[src/rtl/itce_pkg.sv]
// ----------------------------------------------------------------------------
// itce_pkg: shared types and constants for the IPv4/TCP checksum engine
// Holds the transfer payload structs, the per-packet sum record and the
// ones-complement adder used by both the accumulator and the finishing stage.
// ----------------------------------------------------------------------------
package itce_pkg;

    // Packet word positions and protocol constants.
    localparam logic [14:0] POS_MAX       = 15'h7FFF;
    localparam logic [14:0] IP_CSUM_WORD  = 15'd5;
    localparam logic [14:0] ADDR_FIRST    = 15'd6;
    localparam logic [14:0] ADDR_LAST     = 15'd9;
    localparam logic [14:0] TCP_CSUM_WORD = 15'd8;
    localparam logic [3:0]  IHL_MIN       = 4'd5;
    localparam logic [15:0] PROTO_TCP     = 16'd6;
    localparam logic [15:0] MIN_TCP_BYTES = 16'd20;
    localparam logic [1:0]  ONE_BYTE      = 2'd1;

    // One input transfer: a packet word with its byte count and end flag.
    typedef struct packed {
        logic [15:0] data_word;
        logic [1:0]  valid_bytes;
        logic        last;
    } t_in_item;

    // One result transfer.
    typedef struct packed {
        logic [15:0] ip_checksum;
        logic [15:0] tcp_checksum;
        logic        malformed;
    } t_out_item;

    // Packet totals handed from the accumulator to the finishing stage.
    typedef struct packed {
        logic [15:0] ip_sum;
        logic [15:0] seg_sum;
        logic [15:0] seg_bytes;
        logic        malformed;
    } t_sums;

    // Ones-complement addition with end-around carry.
    function automatic logic [15:0] oc_add(input logic [15:0] a, input logic [15:0] b);
        logic [16:0] s;
        s = {1'b0, a} + {1'b0, b};
        return s[15:0] + {15'd0, s[16]};
    endfunction

endpackage

[src/rtl/itce_accum.sv]
// ----------------------------------------------------------------------------
// itce_accum: per-word checksum accumulator
// Tracks the word position and IP header length of the current packet and
// folds each word into the IP header sum and the TCP segment sum.
// ----------------------------------------------------------------------------
module itce_accum (
    input  logic              i_clk,
    input  logic              i_rst_n,
    input  itce_pkg::t_in_item i_item,
    input  logic              i_update,
    output itce_pkg::t_sums   o_sums
);

    logic [14:0] r_pos;
    logic [3:0]  r_hw;
    logic        r_bad;
    logic [15:0] r_ip_sum;
    logic [15:0] r_seg_sum;
    logic [15:0] r_seg_bytes;

    logic [14:0] n_pos;
    logic [3:0]  n_hw;
    logic        n_bad;
    logic [15:0] n_ip_sum;
    logic [15:0] n_seg_sum;
    logic [15:0] n_seg_bytes;

    logic [15:0] word;
    logic        one_byte;
    logic        is_first;
    logic [4:0]  hdr_len;
    logic        in_hdr;
    logic [14:0] seg_idx;
    logic        short_pkt;

    // Next-state logic for one word.
    always_comb begin
        one_byte = (i_item.valid_bytes == itce_pkg::ONE_BYTE);
        word     = one_byte ? {i_item.data_word[15:8], 8'h00} : i_item.data_word;
        is_first = (r_pos == 15'd0);
        n_hw     = is_first ? word[11:8] : r_hw;
        n_bad    = is_first ? (word[11:8] < itce_pkg::IHL_MIN) : r_bad;
        hdr_len  = {n_hw, 1'b0};
        in_hdr   = (r_pos < {10'd0, hdr_len});
        seg_idx  = r_pos - {10'd0, hdr_len};

        n_ip_sum    = r_ip_sum;
        n_seg_sum   = r_seg_sum;
        n_seg_bytes = r_seg_bytes;
        if (in_hdr) begin
            // IP header word; addresses also feed the pseudo-header.
            if (r_pos != itce_pkg::IP_CSUM_WORD) begin
                n_ip_sum = itce_pkg::oc_add(r_ip_sum, word);
            end
            if (r_pos >= itce_pkg::ADDR_FIRST && r_pos <= itce_pkg::ADDR_LAST) begin
                n_seg_sum = itce_pkg::oc_add(r_seg_sum, word);
            end
        end else begin
            // Segment word; the TCP checksum field counts as zero.
            if (seg_idx != itce_pkg::TCP_CSUM_WORD) begin
                n_seg_sum = itce_pkg::oc_add(r_seg_sum, word);
            end
            n_seg_bytes = r_seg_bytes + (one_byte ? 16'd1 : 16'd2);
        end

        n_pos = (r_pos == itce_pkg::POS_MAX) ? r_pos : r_pos + 15'd1;

        short_pkt = (n_seg_bytes < itce_pkg::MIN_TCP_BYTES) && (n_pos != itce_pkg::POS_MAX);

        o_sums.ip_sum    = n_ip_sum;
        o_sums.seg_sum   = n_seg_sum;
        o_sums.seg_bytes = n_seg_bytes;
        o_sums.malformed = n_bad || short_pkt;
    end

    // State registers; the last word of a packet returns them to zero.
    always_ff @(posedge i_clk) begin
        if (!i_rst_n) begin
            r_pos       <= '0;
            r_hw        <= '0;
            r_bad       <= 1'b0;
            r_ip_sum    <= '0;
            r_seg_sum   <= '0;
            r_seg_bytes <= '0;
        end else if (i_update) begin
            if (i_item.last) begin
                r_pos       <= '0;
                r_hw        <= '0;
                r_bad       <= 1'b0;
                r_ip_sum    <= '0;
                r_seg_sum   <= '0;
                r_seg_bytes <= '0;
            end else begin
                r_pos       <= n_pos;
                r_hw        <= n_hw;
                r_bad       <= n_bad;
                r_ip_sum    <= n_ip_sum;
                r_seg_sum   <= n_seg_sum;
                r_seg_bytes <= n_seg_bytes;
            end
        end
    end

endmodule

[src/rtl/ipv4_tcp_checksum_engine.sv]
// ----------------------------------------------------------------------------
// ipv4_tcp_checksum_engine: IPv4 header and TCP checksum calculator
// Sums a packet streamed as 16-bit words and reports both checksums in a
// result transfer that follows the transfer carrying the packet's last word.
// ----------------------------------------------------------------------------
// The engine takes one packet word per cycle, with no gaps between packets,
// while it does not stall the input. A word is transferred into an input
// register, from which the accumulator folds it into the running sums. The
// last word of a packet also loads the packet totals into a packet-total
// register, and the result register is filled from there, so a result passes
// the input, packet-total and result registers before it is offered.
// While a stalled result fills the packet-total and result registers, the
// last word of the next packet waits in the input register and stalls the
// input; other words keep flowing.
// Only the last word of a packet produces a result transfer; ip_checksum and
// tcp_checksum are the inverted ones-complement sums, and malformed flags an
// IHL below five or fewer than twenty bytes after the IP header.
module ipv4_tcp_checksum_engine (
    input  logic                 i_clk,
    input  logic                 i_rst_n,
    input  logic                 i_valid,
    output logic                 o_stall,
    input  itce_pkg::t_in_item   i_item,
    output logic                 o_valid,
    input  logic                 i_stall,
    output itce_pkg::t_out_item  o_item
);

    logic                r_a_valid;
    itce_pkg::t_in_item  r_a_item;
    logic                r_b_valid;
    itce_pkg::t_sums     r_b_sums;
    logic                r_out_valid;
    itce_pkg::t_out_item r_out_item;

    logic                out_ready;
    logic                b_ready;
    logic                a_move;
    logic                a_ready;
    itce_pkg::t_sums     sums;
    itce_pkg::t_out_item n_out_item;
    logic [15:0]         tcp_partial;
    logic [15:0]         seg_total;

    // Pipeline flow control: each stage loads when empty or when it drains.
    assign out_ready = !r_out_valid || !i_stall;
    assign b_ready   = !r_b_valid || out_ready;
    assign a_move    = r_a_valid && (!r_a_item.last || b_ready);
    assign a_ready   = !r_a_valid || a_move;
    assign o_stall   = !a_ready;

    // Input register.
    always_ff @(posedge i_clk) begin
        if (!i_rst_n) begin
            r_a_valid <= 1'b0;
        end else if (a_ready) begin
            r_a_valid <= i_valid;
        end
    end

    always_ff @(posedge i_clk) begin
        if (a_ready && i_valid) begin
            r_a_item <= i_item;
        end
    end

    // Running sums over the packet.
    itce_accum u_accum (
        .i_clk   (i_clk),
        .i_rst_n (i_rst_n),
        .i_item  (r_a_item),
        .i_update(a_move),
        .o_sums  (sums)
    );

    // Packet-total register, loaded by the last word.
    always_ff @(posedge i_clk) begin
        if (!i_rst_n) begin
            r_b_valid <= 1'b0;
        end else if (b_ready) begin
            r_b_valid <= a_move && r_a_item.last;
        end
    end

    always_ff @(posedge i_clk) begin
        if (b_ready && a_move && r_a_item.last) begin
            r_b_sums <= sums;
        end
    end

    // Pseudo-header protocol and length, then inversion.
    always_comb begin
        tcp_partial             = itce_pkg::oc_add(r_b_sums.seg_sum, itce_pkg::PROTO_TCP);
        seg_total               = itce_pkg::oc_add(tcp_partial, r_b_sums.seg_bytes);
        n_out_item.ip_checksum  = ~r_b_sums.ip_sum;
        n_out_item.tcp_checksum = ~seg_total;
        n_out_item.malformed    = r_b_sums.malformed;
    end

    // Result register.
    always_ff @(posedge i_clk) begin
        if (!i_rst_n) begin
            r_out_valid <= 1'b0;
        end else if (out_ready) begin
            r_out_valid <= r_b_valid;
        end
    end

    always_ff @(posedge i_clk) begin
        if (out_ready && r_b_valid) begin
            r_out_item <= n_out_item;
        end
    end

    assign o_valid = r_out_valid;
    assign o_item  = r_out_item;

endmodule

[config.mk]
export PLATFORM = sky130hd
export DESIGN_NAME = ipv4_tcp_checksum_engine
export DESIGN_NICKNAME = d
export VERILOG_FILES = /design/src/rtl/itce_pkg.sv /design/src/rtl/itce_accum.sv /design/src/rtl/ipv4_tcp_checksum_engine.sv
export SDC_FILE = /design/constraint.sdc
export NUM_CORES = 1
export LEC_CHECK = 0
export BUFFER_PORTS_ARGS = -buffer_cell sky130_fd_sc_hd__buf_2
export CAP_MARGIN = 40
export CORE_AREA = 8 8 189 191
export CTS_BUF_LIST = sky130_fd_sc_hd__clkbuf_8
export CTS_CLUSTER_DIAMETER = 80
export CTS_CLUSTER_SIZE = 28
export DETAILED_ROUTE_END_ITERATION = 10
export DIE_AREA = 0 0 197 199
export PLACE_DENSITY = 0.63
export SETUP_SLACK_MARGIN = 0.4
export SKIP_LAST_GASP = 1
export SYNTH_ARGS = -nofsm -noshare
export SYNTH_HDL_FRONTEND = slang
export SYNTH_SLANG_ARGS = --single-unit
[constraint.sdc]
create_clock -name i_clk -period 5 [get_ports i_clk]
set_input_delay 0 -clock i_clk [delete_from_list [all_inputs] [get_ports i_clk]]
set_output_delay 0 -clock i_clk [all_outputs]
set_load 0.01 [all_outputs]
==> flow_metrics.py <==
metrics = {
    "yosys": {
        "synth_top_family_by_area": "simple AND/OR/NAND/NOR gates",
        "netlist_area_um2": 11300,
        "ys_types": 84,
        "synth_compound_area_share_pct": 17.4,
        "postSynthAreaPerCell_um2": 9.39,
        "async_reset_ff_share_pct": 0,
        "seq_area_frac_synth_pct": 39.5,
        "synth-xor-area-share_pct": 9.11,
        "yosysWarnings": 0,
        "netlist_instances": 1199,
        "yosys.area_share.simple_pct": 19.5,
        "synth_edf_count": 101,
        "ys_ff_latch": 172,
        "synth_mux_area_share_pct": 2.30,
        "synthAdderAreaFrac_pct": 8.64,
        "synth_flop_cell": "edfxtp_1",
        "synth_nets": 1296,
    },
    "final_layout": {
        "areaGrowthSynthToFinish_pct": 16.0,
        "diodes": 0,
        "post-route-cell-area_um2": 13100,
        "final_cells": 1746,
        "layout_common_cells": "101 x nand2_1, 101 x edfxtp_1, 71 x dfxtp_1, 67 x xnor2_1, 65 x o21ai_0",
        "utilization_pct": 39.8,
        "drive_gt1_share_pct": 16.5,
        "nNetsFinal": 1382,
    },
    "clock_tree": {
        "cts.sinks": 172,
        "cts-root-buf": "clkbuf_8",
        "cts_buffer_depth": 2,
        "clock_latency_ns": 0.48,
        "clkTransAtPathRegs_ns": 0.11,
        "h-tree-depth": 4,
        "cts_tree": "yes",
        "cts_made_buffers": 17,
    },
    "sta": {
        "worst_clock_skew_ns": 0.0229,
        "finalCritPeriodShare_pct": 90.9,
        "grt_setup_unrepaired": "yes",
        "slew_viol_final": 0,
        "relSlewSlack_pct": 52.9,
        "worstMarginPinSlew_ns": 0.706,
        "setup_ws_ns": 0.454,
        "fin_crit_ns": 4.55,
        "hold_violations": 0,
        "fmax_ghz": 0.220,
        "setup_viol_count_final": 0,
        "holdWs_ns": 0.184,
        "finalSetupTns_ns": 0,
    },
    "place": {
        "port_buffers": 57,
        "dpl_cell_area_um2": 12200,
        "dp.cells": 1679,
        "dp_hpwl_mm": 19.8,
        "dpl_worst_slack_ns": -0.0711,
        "gp_congestion": 0.875,
    },
    "route": {
        "drt_wl_total_mm": 27.5,
        "drtIter0Drc": 539,
        "vias_per_cell": 5.18,
        "first_pass_iters": 6,
        "drc": 0,
        "num_vias": 9037,
        "ant_nets": 0,
        "post_drt_wl_per_cell_um": 15.8,
    },
    "critical_path": {
        "critical_path.reg2reg.startpoint": "r_b_sums[27]",
        "crit_top_cell": "nand2_1",
        "path_cells": "and3_1 > nand3_1 > nor3_2 > ha_2 > ha_4 > nand2b_1 > o22ai_1 > nand2_1 > xnor2_1 > ha_1 > a2111oi_1 > o21ai_1 > a41oi_2 > o21bai_1 > a21oi_1 > xnor2_2 > nand2_1 > or4_4 > xnor3_1",
        "setup.worst_path.start_class": "flop",
        "startpoint": "r_b_sums[27]",
        "cp.required_ns": 5.22,
        "path_delay_family": "simple AND/OR/NAND/NOR gates",
        "critPathMaxStageDelay_ns": 0.49,
        "crit_cells": 19,
        "worstSetupPathType": "flop to flop",
        "rr_endpoint": "o_item[16]",
        "cp-endpoint": "o_item[16]",
        "r2r_cells": 19,
        "critPathBufInv": 0,
        "crit_fanout": 7,
        "arrival_ns": 4.77,
        "worst_path_max_delay_cell": "or4_4",
        "r2r_setup_slack_ns": 0.45,
        "crit_path_end_kind": "flop",
    },
    "power": {
        "p_total_mw": 3.14,
        "peakVddDrop_mv": 0.161,
        "p_leak_nw": 4.99,
        "power_density_nw_per_um2": 241,
    },
    "global_routing": {
        "grt_max_degree": 74,
        "grt_pass1_wl_mm": 44.8,
        "antenna_found_initial": 0,
        "grt_pass1_vias": 8839,
        "grt-ovfl-total": 0,
        "globalRouteTotalUtil_pct": 14.2,
    },
    "floorplan": {
        "die_h_um": 199,
        "start_util_pct": 34.3,
        "ios": 58,
        "core_um2": 32900,
        "die_x_um": 197,
        "dieArea_um2": 39200,
        "core.rowCount": 67,
    },
    "job": {
        "cap_violations": 0,
    },
    "run_status": {
        "outcome": "completed",
    },
    "worst_hold_path": {
        "min_path_type": "input port to flop",
    },
}
-- worst reg2reg max path, cell delays in order, from the launching register on --
cell	delay (ns)
edfxtp_1	0.46
and3_1	0.23
nand3_1	0.15
nor3_2	0.15
ha_2	0.24
ha_4	0.15
nand2b_1	0.10
o22ai_1	0.14
nand2_1	0.08
xnor2_1	0.20
ha_1	0.32
a2111oi_1	0.42
o21ai_1	0.17
a41oi_2	0.22
o21bai_1	0.09
a21oi_1	0.23
xnor2_2	0.19
nand2_1	0.09
or4_4	0.49
xnor3_1	0.18
-- worst min-delay path by stage --
stage                from               end  slack, ns  cells after the start
2_1_floorplan   i_item[0]       r_a_item[0]        0.1                      0
3_3_place_gp    i_item[2]       r_a_item[2]       0.18                      1
3_5_place_dp   i_item[12]      r_a_item[12]       0.18                      1
4_1_cts           i_rst_n  u_accum.r_pos[7]       0.17                      3
5_1_grt           i_rst_n  u_accum.r_pos[7]       0.19                      3
6_report          i_rst_n         r_b_valid       0.18                      3
-- synthesized netlist by cell type, drive strengths merged (8+ instances only) --
cell type	number	area, um2
nand2	103	387
edfxtp	101	3030
o21ai	72	364
dfxtp	71	1420
ha	69	863
xnor2	68	596
a21oi	65	333
nor2	65	246
nor2b	49	307
inv	45	169
nand3	44	225
xor2	44	385
clkbuf	38	143
nor3	35	175
a22oi	34	255
and2	31	195
a21o	27	204
and3	19	124
a21boi	16	120
buf	16	86.3
mux2	15	169
nand2b	14	87.6
nand4	14	87.6
a31oi	12	90.1
mux2i	9	90.1
nor4	9	62.6
o21a	8	60.1
-- cells by family (layout without fill, tap and decap cells) --
kind of cell	Yosys count	count (layout)
compound gates	295	295
xor+xnor	114	114
fa+ha+maj	75	75
buf+inv	99	198
flops	172	172
mux	24	24
simple gates	420	420
-- layer usage --
metal | share of wire (%) | up-vias | global-route usage, %
met1 | 46 | 4298 | 17.1
li1 | - | 4540 | -
met4 | 1.8 | 0 | 4.76
met2 | 49 | 164 | 25.0
met5 | 0 | - | 0
met3 | 3.6 | 35 | 2.62
-- sequential cells by signal, indices dropped and copies added (netlist names), 4 cells and up --
name                 cells
u_accum.r_seg_bytes     16
r_b_sums                48
r_a_item                19
o_item                  33
u_accum.r_hw             4
u_accum.r_seg_sum       16
u_accum.r_ip_sum        16
u_accum.r_pos           15
-- final cells by class --
cell class / instances / area, um2
fillers: 3265 / 19800
multi-input cells: 928 / 6640
flip-flops and latches: 172 / 4450
repair buffers: 121 / 848
well taps: 448 / 561
clock buffers: 17 / 234
inverters: 45 / 169
clock inverters: 15 / 158
-- timing repair --
item,CTS,global route
setup buffers,6,7
hold buffers,22,0
pin swaps,3,19
endpoints found under the setup margin,39,62
hold endpoints to repair,22,0
resized for setup,13,30
-- report_power, final --
| group | internal, mW | leakage, nW | switching (mW) | total (mW) |
|---|---|---|---|---|
| clock network | 0.413 | 0.200 | 0.572 | 0.984 |
| registers | 1.56 | 1.49 | 0.0350 | 1.59 |
| logic | 0.234 | 3.29 | 0.333 | 0.566 |
No activity file was read; power rests on OpenSTA's default activity.
